File: config.mk
export PLATFORM = sky130hd
export DESIGN_NAME = midi_cc_parameter_mapper_unit
export DESIGN_NICKNAME = d
export VERILOG_FILES = /design/src/sv/mccpm_pkg.sv /design/src/sv/mccpm_ctrl.sv /design/src/sv/mccpm_dpath.sv /design/src/sv/midi_cc_parameter_mapper_unit.sv
export SDC_FILE = /design/constraint.sdc
export NUM_CORES = 2
export LEC_CHECK = 0
export BUFFER_PORTS_ARGS = -buffer_cell sky130_fd_sc_hd__buf_2
export CAP_MARGIN = 20
export CORE_MARGIN = 2
export CORE_UTILIZATION = 46
export DETAILED_ROUTE_END_ITERATION = 10
export GPL_ROUTABILITY_DRIVEN = 0
export SLEW_MARGIN = 20
export SYNTH_ARGS = -nofsm -noshare
export SYNTH_HDL_FRONTEND = slang
export SYNTH_SLANG_ARGS = --single-unit
export TNS_END_PERCENT = 30
File: constraint.sdc
create_clock -name i_clk -period 9.42 [get_ports i_clk]
set_clock_uncertainty 0.15 [all_clocks]
set_input_delay 0.942 -clock i_clk [delete_from_list [all_inputs] [get_ports i_clk]]
set_output_delay 0.942 -clock i_clk [all_outputs]
set_load 0.05 [all_outputs]
File: src/sv/mccpm_pkg.sv
`timescale 1ns / 1ps
// Shared types, constants and the built-in parameter table of the controller mapper.
// No dependencies; every other file but mccpm_chk imports this package.
package mccpm_pkg;

    localparam int IDX_W       = 5;
    localparam int CC_W        = 8;
    localparam int MAX_RESULTS = 32;
    localparam int CNT_W       = $clog2(MAX_RESULTS + 1);
    localparam int TABLE_ROWS  = 27;

    localparam logic [CC_W-1:0] MIDI_TOP = 8'd127;
    localparam logic [CC_W-1:0] NO_CTL   = 8'd255;

    localparam logic signed [31:0] WAVE_SINE   = 32'sd0;
    localparam logic signed [31:0] WAVE_SAW    = 32'sd2;
    localparam logic signed [31:0] WAVE_SQUARE = 32'sd3;

    typedef enum logic [1:0] {
        KIND_CC   = 2'd0,
        KIND_SET  = 2'd1,
        KIND_READ = 2'd2,
        KIND_NONE = 2'd3
    } t_kind;

    typedef enum logic [3:0] {
        S_IDLE,
        S_DECODE,
        S_SCAN,
        S_LOAD,
        S_DIV,
        S_APPLY,
        S_FINISH,
        S_FETCH,
        S_SET,
        S_SHOW,
        S_ZERO
    } t_state;

    typedef enum logic [3:0] {
        OP_NONE,
        OP_LOAD,
        OP_READ,
        OP_MUL,
        OP_DIV,
        OP_APPLY,
        OP_SET,
        OP_SHOW,
        OP_ZERO,
        OP_FINISH
    } t_op;

    typedef struct packed {
        t_op  op;
        logic step;
    } t_cmd;

    typedef struct packed {
        t_kind kind;
        logic  idx_ok;
        logic  cc_ok;
        logic  match;
        logic  seen_same;
        logic  div_done;
        logic  scan_end;
    } t_stat;

    typedef struct packed {
        logic signed [31:0] def;
        logic signed [31:0] lo;
        logic signed [31:0] hi;
        logic [CC_W-1:0]    ctl;
    } t_row;

    function automatic t_row table_row(input int unsigned i);
        t_row r;
        r = '{def: 32'sd0, lo: 32'sd0, hi: 32'sd0, ctl: NO_CTL};
        case (i)
            0:  r = '{32'sd0,   32'sd0,  32'sd1,    8'd255};
            1:  r = '{32'sd0,   32'sd0,  32'sd15,   8'd121};
            2:  r = '{32'sd120, 32'sd1,  32'sd600,  8'd255};
            3:  r = '{32'sd50,  32'sd10, 32'sd200,  8'd20};
            4:  r = '{32'sd0,   32'sd0,  32'sd360,  8'd21};
            5:  r = '{WAVE_SINE, 32'sd0, WAVE_SQUARE, 8'd22};
            6:  r = '{32'sd100, 32'sd0,  32'sd1000, 8'd23};
            7:  r = '{32'sd0,   32'sd0,  32'sd255,  8'd24};
            8:  r = '{32'sd255, 32'sd0,  32'sd255,  8'd25};
            9:  r = '{32'sd50,  32'sd10, 32'sd200,  8'd26};
            10: r = '{32'sd0,   32'sd0,  32'sd360,  8'd27};
            11: r = '{WAVE_SAW, 32'sd0,  WAVE_SQUARE, 8'd28};
            12: r = '{32'sd200, 32'sd0,  32'sd1000, 8'd29};
            13: r = '{32'sd0,   32'sd0,  32'sd255,  8'd30};
            14: r = '{32'sd255, 32'sd0,  32'sd255,  8'd31};
            15: r = '{32'sd50,  32'sd10, 32'sd200,  8'd102};
            16: r = '{32'sd0,   32'sd0,  32'sd360,  8'd103};
            17: r = '{WAVE_SQUARE, 32'sd0, WAVE_SQUARE, 8'd104};
            18: r = '{32'sd200, 32'sd0,  32'sd1000, 8'd105};
            19: r = '{32'sd0,   32'sd0,  32'sd255,  8'd106};
            20: r = '{32'sd255, 32'sd0,  32'sd255,  8'd107};
            21: r = '{32'sd50,  32'sd10, 32'sd200,  8'd108};
            22: r = '{32'sd0,   32'sd0,  32'sd360,  8'd109};
            23: r = '{WAVE_SAW, 32'sd0,  WAVE_SQUARE, 8'd110};
            24: r = '{32'sd200, 32'sd0,  32'sd1000, 8'd111};
            25: r = '{32'sd0,   32'sd0,  32'sd255,  8'd112};
            26: r = '{32'sd255, 32'sd0,  32'sd255,  8'd113};
            default: r = '{def: 32'sd0, lo: 32'sd0, hi: 32'sd0, ctl: NO_CTL};
        endcase
        return r;
    endfunction

endpackage

File: src/sv/mccpm_ctrl.sv
`timescale 1ns / 1ps
// Sequencing state machine of the controller mapper.
// Depends on mccpm_pkg; drives the datapath through command beats only.
module mccpm_ctrl (
    input  logic           i_clk,
    input  logic           i_rst_n,
    input  logic           i_start,
    input  mccpm_pkg::t_stat i_stat,
    output mccpm_pkg::t_cmd  o_cmd,
    output logic           o_busy
);
    import mccpm_pkg::*;

    t_state r_state;
    t_state n_state;

    always_ff @(posedge i_clk) begin
        if (!i_rst_n) begin
            r_state <= S_IDLE;
        end else begin
            r_state <= n_state;
        end
    end

    always_comb begin
        n_state = r_state;
        case (r_state)
            S_IDLE: begin
                if (i_start) begin
                    n_state = S_DECODE;
                end
            end
            S_DECODE: begin
                case (i_stat.kind)
                    KIND_CC:   n_state = i_stat.cc_ok ? S_SCAN : S_ZERO;
                    KIND_SET:  n_state = i_stat.idx_ok ? S_FETCH : S_ZERO;
                    KIND_READ: n_state = i_stat.idx_ok ? S_FETCH : S_ZERO;
                    default:   n_state = S_ZERO;
                endcase
            end
            S_FETCH:  n_state = (i_stat.kind == KIND_SET) ? S_SET : S_SHOW;
            S_SCAN: begin
                if (i_stat.match) begin
                    n_state = S_LOAD;
                end else if (i_stat.scan_end) begin
                    n_state = S_FINISH;
                end
            end
            S_LOAD: begin
                if (!i_stat.seen_same) begin
                    n_state = S_DIV;
                end else begin
                    n_state = i_stat.scan_end ? S_FINISH : S_SCAN;
                end
            end
            S_DIV: begin
                if (i_stat.div_done) begin
                    n_state = S_APPLY;
                end
            end
            S_APPLY:  n_state = i_stat.scan_end ? S_FINISH : S_SCAN;
            S_SET:    n_state = S_IDLE;
            S_SHOW:   n_state = S_IDLE;
            S_ZERO:   n_state = S_IDLE;
            S_FINISH: n_state = S_IDLE;
            default:  n_state = S_IDLE;
        endcase
    end

    always_comb begin
        o_cmd = '{op: OP_NONE, step: 1'b0};
        case (r_state)
            S_IDLE:   o_cmd.op = i_start ? OP_LOAD : OP_NONE;
            S_FETCH:  o_cmd.op = OP_READ;
            S_SCAN: begin
                if (i_stat.match) begin
                    o_cmd.op = OP_READ;
                end else begin
                    o_cmd.step = !i_stat.scan_end;
                end
            end
            S_LOAD: begin
                if (i_stat.seen_same) begin
                    o_cmd.step = !i_stat.scan_end;
                end else begin
                    o_cmd.op = OP_MUL;
                end
            end
            S_DIV:    o_cmd.op = i_stat.div_done ? OP_NONE : OP_DIV;
            S_APPLY: begin
                o_cmd.op   = OP_APPLY;
                o_cmd.step = !i_stat.scan_end;
            end
            S_SET:    o_cmd.op = OP_SET;
            S_SHOW:   o_cmd.op = OP_SHOW;
            S_ZERO:   o_cmd.op = OP_ZERO;
            S_FINISH: o_cmd.op = OP_FINISH;
            default:  o_cmd.op = OP_NONE;
        endcase
    end

    assign o_busy = (r_state != S_IDLE);

endmodule

File: src/sv/mccpm_dpath.sv
`timescale 1ns / 1ps
// Datapath of the controller mapper: entry memory, mapping arithmetic and result registers.
// Depends on mccpm_pkg; obeys command beats from mccpm_ctrl.
module mccpm_dpath #(
    parameter int NUM_ENTRIES = 32,
    parameter int VALUE_BITS  = 16
) (
    input  logic                          i_clk,
    input  logic                          i_rst_n,
    input  mccpm_pkg::t_cmd               i_cmd,
    output mccpm_pkg::t_stat              o_stat,
    input  logic [1:0]                    i_kind,
    input  logic [mccpm_pkg::CC_W-1:0]    i_cc_number,
    input  logic [mccpm_pkg::CC_W-1:0]    i_cc_value,
    input  logic [mccpm_pkg::IDX_W-1:0]   i_param_index,
    input  logic signed [VALUE_BITS-1:0]  i_set_value,
    output logic                          o_result_strobe,
    output logic [mccpm_pkg::IDX_W-1:0]   o_entry_index,
    output logic signed [VALUE_BITS-1:0]  o_old_value,
    output logic signed [VALUE_BITS-1:0]  o_new_value,
    output logic                          o_changed,
    output logic                          o_last
);
    import mccpm_pkg::*;

    // Internal values are wide enough for the built-in bounds at any port width.
    localparam int IB = (VALUE_BITS > 12) ? VALUE_BITS : 12;
    localparam int IW = (NUM_ENTRIES > 1) ? $clog2(NUM_ENTRIES) : 1;
    localparam int PW = IB + 8;
    localparam int RW = IB + 2;
    localparam int MW = IB + CC_W;

    logic [MW-1:0] mem [NUM_ENTRIES];
    logic [NUM_ENTRIES-1:0] r_valid;
    logic [MW-1:0]          r_rd_row;
    logic                   r_rd_valid;

    t_kind                 r_kind;
    logic [CC_W-1:0]       r_ccn;
    logic [CC_W-1:0]       r_ccv;
    logic [IDX_W-1:0]      r_pidx;
    logic signed [VALUE_BITS-1:0] r_set;
    logic [IW-1:0]         r_addr;
    logic [PW-1:0]         r_y;
    logic [IB:0]           r_q;
    logic [CNT_W-1:0]      r_cnt;
    logic                  r_pend_valid;
    logic [IDX_W-1:0]      r_pend_idx;
    logic [IB-1:0]         r_pend_old;
    logic [IB-1:0]         r_pend_new;

    logic                  r_o_strobe, n_o_strobe;
    logic [IDX_W-1:0]      r_o_idx, n_o_idx;
    logic [VALUE_BITS-1:0] r_o_old, n_o_old;
    logic [VALUE_BITS-1:0] r_o_new, n_o_new;
    logic                  r_o_chg, n_o_chg;
    logic                  r_o_last, n_o_last;

    t_row                  w_row;
    logic signed [IB-1:0]  w_lo;
    logic signed [IB-1:0]  w_hi;
    logic signed [IB-1:0]  w_cur;
    logic [CC_W-1:0]       w_seen;
    logic signed [IB:0]    w_span;
    logic [PW-1:0]         w_prod;
    logic [PW-1:0]         w_y_hi;
    logic [PW-1:0]         w_y_next;
    logic [IB:0]           w_qf;
    logic signed [RW-1:0]  w_map;
    logic signed [RW-1:0]  w_req;
    logic signed [RW-1:0]  w_clip_hi;
    logic signed [RW-1:0]  w_clip;
    logic                  w_notify;
    logic signed [IB-1:0]  w_new;
    logic                  w_we;
    logic [MW-1:0]         w_wdata;
    logic                  w_report;
    logic [IDX_W-1:0]      w_addr_idx;

    assign w_row  = table_row(32'(r_addr));
    assign w_lo   = w_row.lo[IB-1:0];
    assign w_hi   = w_row.hi[IB-1:0];
    assign w_cur  = r_rd_valid ? r_rd_row[IB-1:0] : w_row.def[IB-1:0];
    assign w_seen = r_rd_valid ? r_rd_row[MW-1:IB] : NO_CTL;
    assign w_addr_idx = IDX_W'({{IDX_W{1'b0}}, r_addr});

    assign w_span   = (IB+1)'(w_hi) - (IB+1)'(w_lo);
    assign w_prod   = PW'(r_ccv[6:0]) * PW'($unsigned(w_span));
    assign w_y_hi   = r_y >> 7;
    assign w_y_next = w_y_hi + PW'(r_y[6:0]);
    assign w_qf     = r_q + ((r_y == PW'(MIDI_TOP)) ? (IB+1)'(1) : (IB+1)'(0));
    assign w_map    = $signed(RW'(w_qf)) + RW'(w_lo);

    assign w_req     = (i_cmd.op == OP_SET) ? RW'(r_set) : w_map;
    assign w_notify  = (w_req != RW'(w_cur));
    assign w_clip_hi = (w_req > RW'(w_hi)) ? RW'(w_hi) : w_req;
    assign w_clip    = (w_clip_hi < RW'(w_lo)) ? RW'(w_lo) : w_clip_hi;
    assign w_new     = w_notify ? w_clip[IB-1:0] : w_cur;

    assign w_we     = (i_cmd.op == OP_APPLY) || (i_cmd.op == OP_SET);
    assign w_wdata  = (i_cmd.op == OP_APPLY) ? {r_ccv, w_new} : {w_seen, w_new};
    assign w_report = (i_cmd.op == OP_APPLY) && w_notify && (r_cnt < CNT_W'(MAX_RESULTS));

    always_ff @(posedge i_clk) begin
        if (w_we) begin
            mem[r_addr] <= w_wdata;
        end
        if (i_cmd.op == OP_READ) begin
            r_rd_row   <= mem[r_addr];
            r_rd_valid <= r_valid[r_addr];
        end
    end

    always_ff @(posedge i_clk) begin
        if (!i_rst_n) begin
            r_valid <= '0;
        end else if (w_we) begin
            r_valid[r_addr] <= 1'b1;
        end
    end

    always_ff @(posedge i_clk) begin
        if (i_cmd.op == OP_LOAD) begin
            r_kind <= t_kind'(i_kind);
            r_ccn  <= i_cc_number;
            r_ccv  <= i_cc_value;
            r_pidx <= i_param_index;
            r_set  <= i_set_value;
            r_addr <= (t_kind'(i_kind) == KIND_CC) ? '0 : IW'(i_param_index);
        end else if (i_cmd.step) begin
            r_addr <= r_addr + IW'(1);
        end
        if (i_cmd.op == OP_MUL) begin
            r_y <= w_prod;
            r_q <= '0;
        end else if (i_cmd.op == OP_DIV) begin
            r_y <= w_y_next;
            r_q <= r_q + (IB+1)'(w_y_hi);
        end
        if (w_report) begin
            r_pend_idx <= w_addr_idx;
            r_pend_old <= w_cur;
            r_pend_new <= w_new;
        end
    end

    always_ff @(posedge i_clk) begin
        if (!i_rst_n) begin
            r_cnt        <= '0;
            r_pend_valid <= 1'b0;
        end else if (i_cmd.op == OP_LOAD) begin
            r_cnt        <= '0;
            r_pend_valid <= 1'b0;
        end else if (w_report) begin
            r_cnt        <= r_cnt + CNT_W'(1);
            r_pend_valid <= 1'b1;
        end
    end

    // A reported update is held back one step so the final one can carry the last flag.
    always_comb begin
        n_o_strobe = 1'b0;
        n_o_idx    = r_o_idx;
        n_o_old    = r_o_old;
        n_o_new    = r_o_new;
        n_o_chg    = r_o_chg;
        n_o_last   = r_o_last;
        case (i_cmd.op)
            OP_APPLY: begin
                if (w_report && r_pend_valid) begin
                    n_o_strobe = 1'b1;
                    n_o_idx    = r_pend_idx;
                    n_o_old    = VALUE_BITS'(r_pend_old);
                    n_o_new    = VALUE_BITS'(r_pend_new);
                    n_o_chg    = 1'b1;
                    n_o_last   = 1'b0;
                end
            end
            OP_SET: begin
                n_o_strobe = 1'b1;
                n_o_idx    = r_pidx;
                n_o_old    = VALUE_BITS'(w_cur);
                n_o_new    = VALUE_BITS'(w_new);
                n_o_chg    = w_notify;
                n_o_last   = 1'b1;
            end
            OP_SHOW: begin
                n_o_strobe = 1'b1;
                n_o_idx    = r_pidx;
                n_o_old    = VALUE_BITS'(w_cur);
                n_o_new    = VALUE_BITS'(w_cur);
                n_o_chg    = 1'b0;
                n_o_last   = 1'b1;
            end
            OP_ZERO: begin
                n_o_strobe = 1'b1;
                n_o_idx    = '0;
                n_o_old    = '0;
                n_o_new    = '0;
                n_o_chg    = 1'b0;
                n_o_last   = 1'b1;
            end
            OP_FINISH: begin
                n_o_strobe = 1'b1;
                n_o_idx    = r_pend_valid ? r_pend_idx : '0;
                n_o_old    = r_pend_valid ? VALUE_BITS'(r_pend_old) : '0;
                n_o_new    = r_pend_valid ? VALUE_BITS'(r_pend_new) : '0;
                n_o_chg    = r_pend_valid;
                n_o_last   = 1'b1;
            end
            default: begin
                n_o_strobe = 1'b0;
            end
        endcase
    end

    always_ff @(posedge i_clk) begin
        if (!i_rst_n) begin
            r_o_strobe <= 1'b0;
        end else begin
            r_o_strobe <= n_o_strobe;
        end
        r_o_idx  <= n_o_idx;
        r_o_old  <= n_o_old;
        r_o_new  <= n_o_new;
        r_o_chg  <= n_o_chg;
        r_o_last <= n_o_last;
    end

    assign o_stat.kind      = r_kind;
    assign o_stat.idx_ok    = ({{(32-IDX_W){1'b0}}, r_pidx} < 32'(NUM_ENTRIES));
    assign o_stat.cc_ok     = (r_ccn <= MIDI_TOP) && (r_ccv <= MIDI_TOP);
    assign o_stat.match     = (w_row.ctl == r_ccn);
    assign o_stat.seen_same = (w_seen == r_ccv);
    assign o_stat.div_done  = (w_y_hi == '0);
    assign o_stat.scan_end  = (r_addr == IW'(NUM_ENTRIES - 1));

    assign o_result_strobe = r_o_strobe;
    assign o_entry_index   = r_o_idx;
    assign o_old_value     = $signed(r_o_old);
    assign o_new_value     = $signed(r_o_new);
    assign o_changed       = r_o_chg;
    assign o_last          = r_o_last;

endmodule

File: src/sv/midi_cc_parameter_mapper_unit.sv
`timescale 1ns / 1ps
// Top level of the controller-to-parameter mapper: sequencer plus datapath.
// Depends on mccpm_pkg, mccpm_ctrl and mccpm_dpath.
//
//  channel   direction  handshake                 payload
//  command   in         start && !busy            i_kind, i_cc_number, i_cc_value,
//                                                 i_param_index, i_set_value
//  result    out        o_result_strobe, 1 cycle  o_entry_index, o_old_value,
//                                                 o_new_value, o_changed, o_last
//
// A control change walks every entry in turn; an entry whose controller matches
// gets a memory read, and one whose stored controller value differs is then multiplied,
// divided by 127 in 7-bit folds and written back. Direct set and read decode, fetch the
// entry and then set or show it; an ignored item decodes and returns a zero beat.
// Reset restores the built-in table at once through per-entry valid bits; no clearing pass.
// Results cannot be held off; each beat is on the ports for exactly one cycle.
module midi_cc_parameter_mapper_unit #(
    parameter int NUM_ENTRIES = 32,
    parameter int VALUE_BITS  = 16
) (
    input  logic                          i_clk,
    input  logic                          i_rst_n,
    input  logic                          start,
    output logic                          busy,
    input  logic [1:0]                    i_kind,
    input  logic [mccpm_pkg::CC_W-1:0]    i_cc_number,
    input  logic [mccpm_pkg::CC_W-1:0]    i_cc_value,
    input  logic [mccpm_pkg::IDX_W-1:0]   i_param_index,
    input  logic signed [VALUE_BITS-1:0]  i_set_value,
    output logic                          o_result_strobe,
    output logic [mccpm_pkg::IDX_W-1:0]   o_entry_index,
    output logic signed [VALUE_BITS-1:0]  o_old_value,
    output logic signed [VALUE_BITS-1:0]  o_new_value,
    output logic                          o_changed,
    output logic                          o_last
);
    import mccpm_pkg::*;

    t_cmd  w_cmd;
    t_stat w_stat;

    mccpm_ctrl u_ctrl (
        .i_clk   (i_clk),
        .i_rst_n (i_rst_n),
        .i_start (start),
        .i_stat  (w_stat),
        .o_cmd   (w_cmd),
        .o_busy  (busy)
    );

    mccpm_dpath #(
        .NUM_ENTRIES (NUM_ENTRIES),
        .VALUE_BITS  (VALUE_BITS)
    ) u_dpath (
        .i_clk           (i_clk),
        .i_rst_n         (i_rst_n),
        .i_cmd           (w_cmd),
        .o_stat          (w_stat),
        .i_kind          (i_kind),
        .i_cc_number     (i_cc_number),
        .i_cc_value      (i_cc_value),
        .i_param_index   (i_param_index),
        .i_set_value     (i_set_value),
        .o_result_strobe (o_result_strobe),
        .o_entry_index   (o_entry_index),
        .o_old_value     (o_old_value),
        .o_new_value     (o_new_value),
        .o_changed       (o_changed),
        .o_last          (o_last)
    );

endmodule

# [Word-level counts from Yosys, hierarchy flattened]
# Memories as Yosys holds them, arrays and structs flattened. A register that Yosys moved wholly into a read port is not among the register bits.
# Index checks and enable logic that the tools add are counted.
[totals] mem_count=2 mem_bits_ro=928 elab_cells=152 ram_bits=768 ff_bits=206
[mem_list] memory="(no name shown)" depth=32 width=29 rd=1 rd_ports_with_merged_regs=1 write_ports=0 line="mccpm_pkg.sv:78" source="case (i)"
[mem_list] memory="u_dpath.mem" depth=32 width=24 rd=1 rd_ports_with_merged_regs=1 write_ports=1 line="mccpm_dpath.sv:33" source="logic [MW-1:0] mem [NUM_ENTRIES];"
[op_classes] n_eq_ne=30 bitwise=2 add_sub_neg=7 muxes=53 mul=1 order_cmp=7 reduce_logical=28
[ops] op="two-way mux 16 bit" count=7
[ops] op="one-hot mux 16 bit (5 select lines)" count=1
[ops] op="two-way mux 24 bit" count=3
[ops] op="one-hot mux 16 bit (4 select lines)" count=1
[ops] op="one-hot mux 4 bit (10 select lines)" count=1
[ops] op="two-way mux 18 bit" count=2
[ops] op="adder 17 bit" count=2
[ops] op="equality test 4 x 3 -> 1 bit (second input constant)" count=8
[ops] op="bitwise OR 32 bit" count=1
[ops] op="two-way mux 5 bit" count=6
[ops] op="one-hot mux 4 bit (7 select lines)" count=1
[ops] op="equality test 24 x 7 -> 1 bit (second input constant)" count=1
[ops] op="zero test 24 bit" count=1
[ops] op="multiplier 7 x 17 -> 24 bit" count=1
[ops] op="two-way mux 4 bit" count=6
[ops] op="equality test 4 bit (second input constant)" count=5
[ops] op="one-hot mux 5 bit (4 select lines)" count=1
[ops] op="adder 17 x 7 -> 18 bit" count=1
[ops] op="adder 18 x 16 -> 18 bit" count=1
[ops] op="> comparator 18 x 16 -> 1 bit" count=1
[ops] op="< comparator 18 x 16 -> 1 bit" count=1
[ops] op="!= test 18 x 16 -> 1 bit" count=1
[ops] op="subtractor 16 x 16 -> 17 bit" count=1
[ops] op="equality test 4 x 2 -> 1 bit (second input constant)" count=4
[ops] op="other kinds (37)" count=70

# [Logic depth before layout (Yosys ltp)]
[logic_depth] ltp_word=12 ltp_mapped=30 depth_no_buf=30

# [Cells and area by module]
# From an unflattened synthesis, not the netlist that was laid out.
[unflattened] cells_unflattened=2964 area_unflattened_um2=46079.2
[by_module_without_submodules] mod="mccpm_dpath" area_each_um2=45565.0 instances=1 cells_per_inst=2891
[by_module_without_submodules] mod="mccpm_ctrl" area_each_um2=514.2 instances=1 cells_per_inst=73

# [Least setup slack after synthesis]
# Ideal clock, no wire load.
[synth_path] kind="reg2reg" from="register u_dpath.r_y[16]" to="memory u_dpath.mem[0][3] in the netlist's numbering, data pin" path_stages_with_launch=31 period_less_slack_ps=7318 t_arrival_ps=6778 path_buffers=1 setup_ps=390 path_slack_ps=2102 path_cell_list="edfxtp_1 nor4_1 nand4_1 nor4_1 inv_1 nor3_1 ha_1 nand3_1 xnor2_1 ha_1 a31oi_2 or4_1 buf_2 xnor2_1 o21ai_0 ha_1 and3_1 o21ai_0 a21oi_1 a2111oi_0 o21ai_0 a21oi_1 o2111a_1 a21oi_1 nor2_1 a21oi_1 ha_1 a211oi_2 o22ai_4 mux2i_1 mux2i_1"
[synth_between] elab_chain_len=11 word_cells_on_any_way=16 cone_classes="add/sub: 2; order compare: 2; eq/ne: 3; mux: 8; reduce/logical: 1"
[synth_rtl] item="start, declared" line="mccpm_dpath.sv:44" source="logic [PW-1:0] r_y;"
[synth_rtl] item="start signal, assigned" line="mccpm_dpath.sv:134" source="r_y <= w_prod;"
[synth_rtl] item="start signal, assigned" line="mccpm_dpath.sv:137" source="r_y <= w_y_next;"
[synth_rtl] item="equality test 24 x 7 -> 1 bit or zero test 24 bit (tied branches)" line="mccpm_dpath.sv:91, mccpm_dpath.sv:235"
[synth_rtl] item="two-way mux 1 bit or two-way mux 3 bit (tied branches)" line="mccpm_dpath.sv:91, mccpm_ctrl.sv:89"
[synth_rtl] item="adder 17 bit or one-hot mux 4 bit (10 select lines) (tied branches)" line="mccpm_dpath.sv:91, mccpm_ctrl.sv:72"
[synth_rtl] item="adder 18 x 16 -> 18 bit or equality test 4 x 3 -> 1 bit (tied branches)" line="mccpm_dpath.sv:92, mccpm_dpath.sv:94"
[synth_rtl] item="two-way mux 18 bit (*)" line="mccpm_dpath.sv:94" source="assign w_req = (i_cmd.op == OP_SET) ? RW'(r_set) : w_map;"
[synth_rtl] item="> comparator 18 x 16 -> 1 bit" line="mccpm_dpath.sv:96" source="assign w_clip_hi = (w_req > RW'(w_hi)) ? RW'(w_hi) : w_req;"
[synth_rtl] item="two-way mux 18 bit" line="mccpm_dpath.sv:96"
[synth_rtl] item="< comparator 18 x 16 -> 1 bit" line="mccpm_dpath.sv:97" source="assign w_clip = (w_clip_hi < RW'(w_lo)) ? RW'(w_lo) : w_clip_hi;"
[synth_rtl] item="two-way mux 16 bit" line="mccpm_dpath.sv:97"
[synth_rtl] item="two-way mux 16 bit (*)" line="mccpm_dpath.sv:98" source="assign w_new = w_notify ? w_clip[IB-1:0] : w_cur;"
[synth_rtl] item="named net u_dpath.w_new[3]" line="mccpm_dpath.sv:74" source="logic signed [IB-1:0] w_new;"
[synth_rtl] item="two-way mux 24 bit (*)" line="mccpm_dpath.sv:101" source="assign w_wdata = (i_cmd.op == OP_APPLY) ? {r_ccv, w_new} : {w_seen, w_new};"
[synth_rtl] item="end, declared" line="mccpm_dpath.sv:33"
# Mark *: on every way through the listed nets, which the timed path passes. The rest lies on a longest branch.

# [Worst setup path after layout]
[layout_path] from="register u_dpath.r_y[8]" to="memory u_dpath.mem[0][3] in the netlist's numbering, data pin"
# Same word-level chain as after synthesis.

==> metrics.txt <==
overflow left after global routing 0; period utilization 90.5%; Worst EP required 9680 ps; commonest register cell after synthesis edfxtp_1; hold depth 1; total CTS buffers 104; row count 115; Antenna Nets Post-Route 0; met1 GRT Util 32.8%; Worst Path Arrival 8790 ps; cells after synthesis 2943; Min Clock Period, post-route 8530 ps; port buffer count 82; Synth area leader edfxtp_1; number of global-route vias before repair 27523; Yosys reg bits 1025; crit-path max FO 33; initial drt markers 3077; slowest stage cell on the critical path or4_1; Final Hold Vio Count 0; fin area 51900 µm²; die area 102000 µm²; Avg WL per Cell 28.3 µm; Final TNS setup 0 ps; Clock Tree Root clkbuf_16; Post-CTS Setup Inserts 0; Max-slew headroom 22.5%; HP Start i_cc_value[5]; leading cell types by total area after synthesis edfxtp_1, mux4_2, dfxtp_1; Setup CP Type reg -> reg; pre-CTS WS 968 ps; type of origin of the critical path flop; Pleak 18.4 nW; Post-synth EDFFs 937; Post-Syn Nets 3168; initial antenna violation count 2; CTS tree yes; Final setup viols 0; synthesis-to-finish area growth 13.2%; global routing's busiest layer met2; DRT Pass-1 Iters 8; origin of the worst setup path u_dpath.r_y[8]; Max Clk Rate 0.117 GHz; H-tree lvl count 3; DP Area 48400 µm²; cts hold-fix bufs 0; most common cell after layout, fill and taps aside edfxtp_1; area of the multi-input gates 15300 µm²; Detailed Route WL 126000 µm; synthesized area per cell 15.6 µm²; Crit path largest cell delay 700 ps; sequential area share after synthesis 65.1%; FF-to-FF Start u_dpath.r_y[8]; RSZ-0062 raised after global routing no; later-pin clock latency in the skew report 710 ps; most frequent cells in the layout edfxtp_1, nand2_1, mux4_2; Max-Cap Viols 0; Tightest Pin Transition 1160 ps; Worst-path clk slew 60 ps; synthesized cell area 45900 µm²; synth warn 0; status finished, final reports clean; starting density of the core 46.5%; PD cells 348 nW/µm²; io pins 83; Cell variety after synth 89; Die W 320 µm; share of layout cells above drive strength 1 19.4%; routed vias/inst 6.12; fin. max-slew vios 0; crit end category flop; gr usage total 24.5%; met2 Track Usage GR 41.3%; largest net degree at the start of global routing 141; worst-case reg-to-reg path depth 29; Synth top area share 61.3%; Post-layout nets 3296; number of fillers in the final layout 7927; core area 98700 µm²; Max Root-Sink Buffers 3; Synth async-reset ratio 0%; wire length of the first global-routing pass 182000 µm; DRC 0; placed wire-length estimate 74800 µm; post-CTS resize count 0; Reg area 29900 µm²; GRT met3 Usage 3.35%; HP Class in -> reg; VDD IR max 0.325 mV; final setup margin 894 ps; routed vias 27189; Die Span Y 320 µm; Sink Count 1025
## routing by layer
metal / share of wire [%] / vias to the layer above
met5: 0 / -
met4: 3.4 / 0
met3: 7.0 / 238
met2: 49 / 1178
met1: 40 / 14161
li1: - / 11612
## logic make-up after synthesis
kind of cell | Yosys count | share of synthesized area, %
flops | 1025 | 65.1
simple gates | 613 | 6.33
compound gates | 488 | 7.13
buf+inv | 292 | 2.45
mux | 232 | 10.6
fa+ha+maj | 183 | 6.26
xor+xnor | 110 | 2.12
## registers in the layout, indices dropped and copies added (netlist names), 4 cells and up
name	cells
u_ctrl.r_state	4
u_dpath.mem	768
u_dpath.o_entry_index	5
u_dpath.o_new_value	16
u_dpath.o_old_value	16
u_dpath.r_addr	5
u_dpath.r_ccn	8
u_dpath.r_ccv	8
u_dpath.r_cnt	6
u_dpath.r_pend_idx	5
u_dpath.r_pend_new	16
u_dpath.r_pend_old	16
u_dpath.r_pidx	5
u_dpath.r_q	17
u_dpath.r_rd_row	24
u_dpath.r_set	16
u_dpath.r_valid	32
u_dpath.r_y	24
u_dpath.w_row	27
## area by class of cell
class                      instances  area share [%]
timing repair buffer             168            2.06
tap                             1287            3.10
antenna                            2         0.00964
multi-input combinational       1626            29.5
sequential                      1025            57.6
inverter                         146            1.06
clock buffer                     133            5.42
clock inverter                    59            1.26
## path summary, 6_finish.rpt
kind	to	slack, ps
worst max-delay path	u_dpath.mem[0][3]	890
worst min-delay path	u_dpath.r_ccv[5]	260
worst max register to register	u_dpath.mem[0][3]	890
worst min register to register	u_dpath.r_valid[18]	310
## worst max-delay path, delay by kind of cell, from the launching register on
family / cells / cell delay [ps]
muxes: 2 / 490
AOI/OAI and AO/OA: 11 / 2750
xor gates and xnor gates: 2 / 350
adders and majority gates: 4 / 1290
and+or+nand+nor: 8 / 2430
buffers and inverters: 2 / 410
DFF: 1 / 430
## synth_stat cells (all sizes together) (37+ instances only)
cell	count
nand2	253
nand4	44
inv	145
clkbuf	99
nor2	134
nand3	37
ha	105
o21a	39
a21oi	80
mux4	200
buf	47
dfxtp	88
edfxtp	937
o21ai	111
a22oi	100
xnor2	77
fa	78
## stage by stage
stage | util [%] | hold WS, ps | instances | total power [mW]
after floorplan | - | 274 | 2943 | 11.8
after global placement | 49.0 | 290 | 4252 | 13.7
after detailed placement | 49.0 | 300 | 4252 | 13.9
after CTS | 52.5 | 225 | 4444 | 18.1
after global routing | 52.6 | 236 | 4444 | 19.2
final | 52.6 | 262 | 4446 | 18.0
## where the power goes
group          internal [mW]  switching [mW]
logic                   3.11            4.70
clock network           2.40            1.77
registers               5.73           0.348
(Power assumes the default switching activity.)
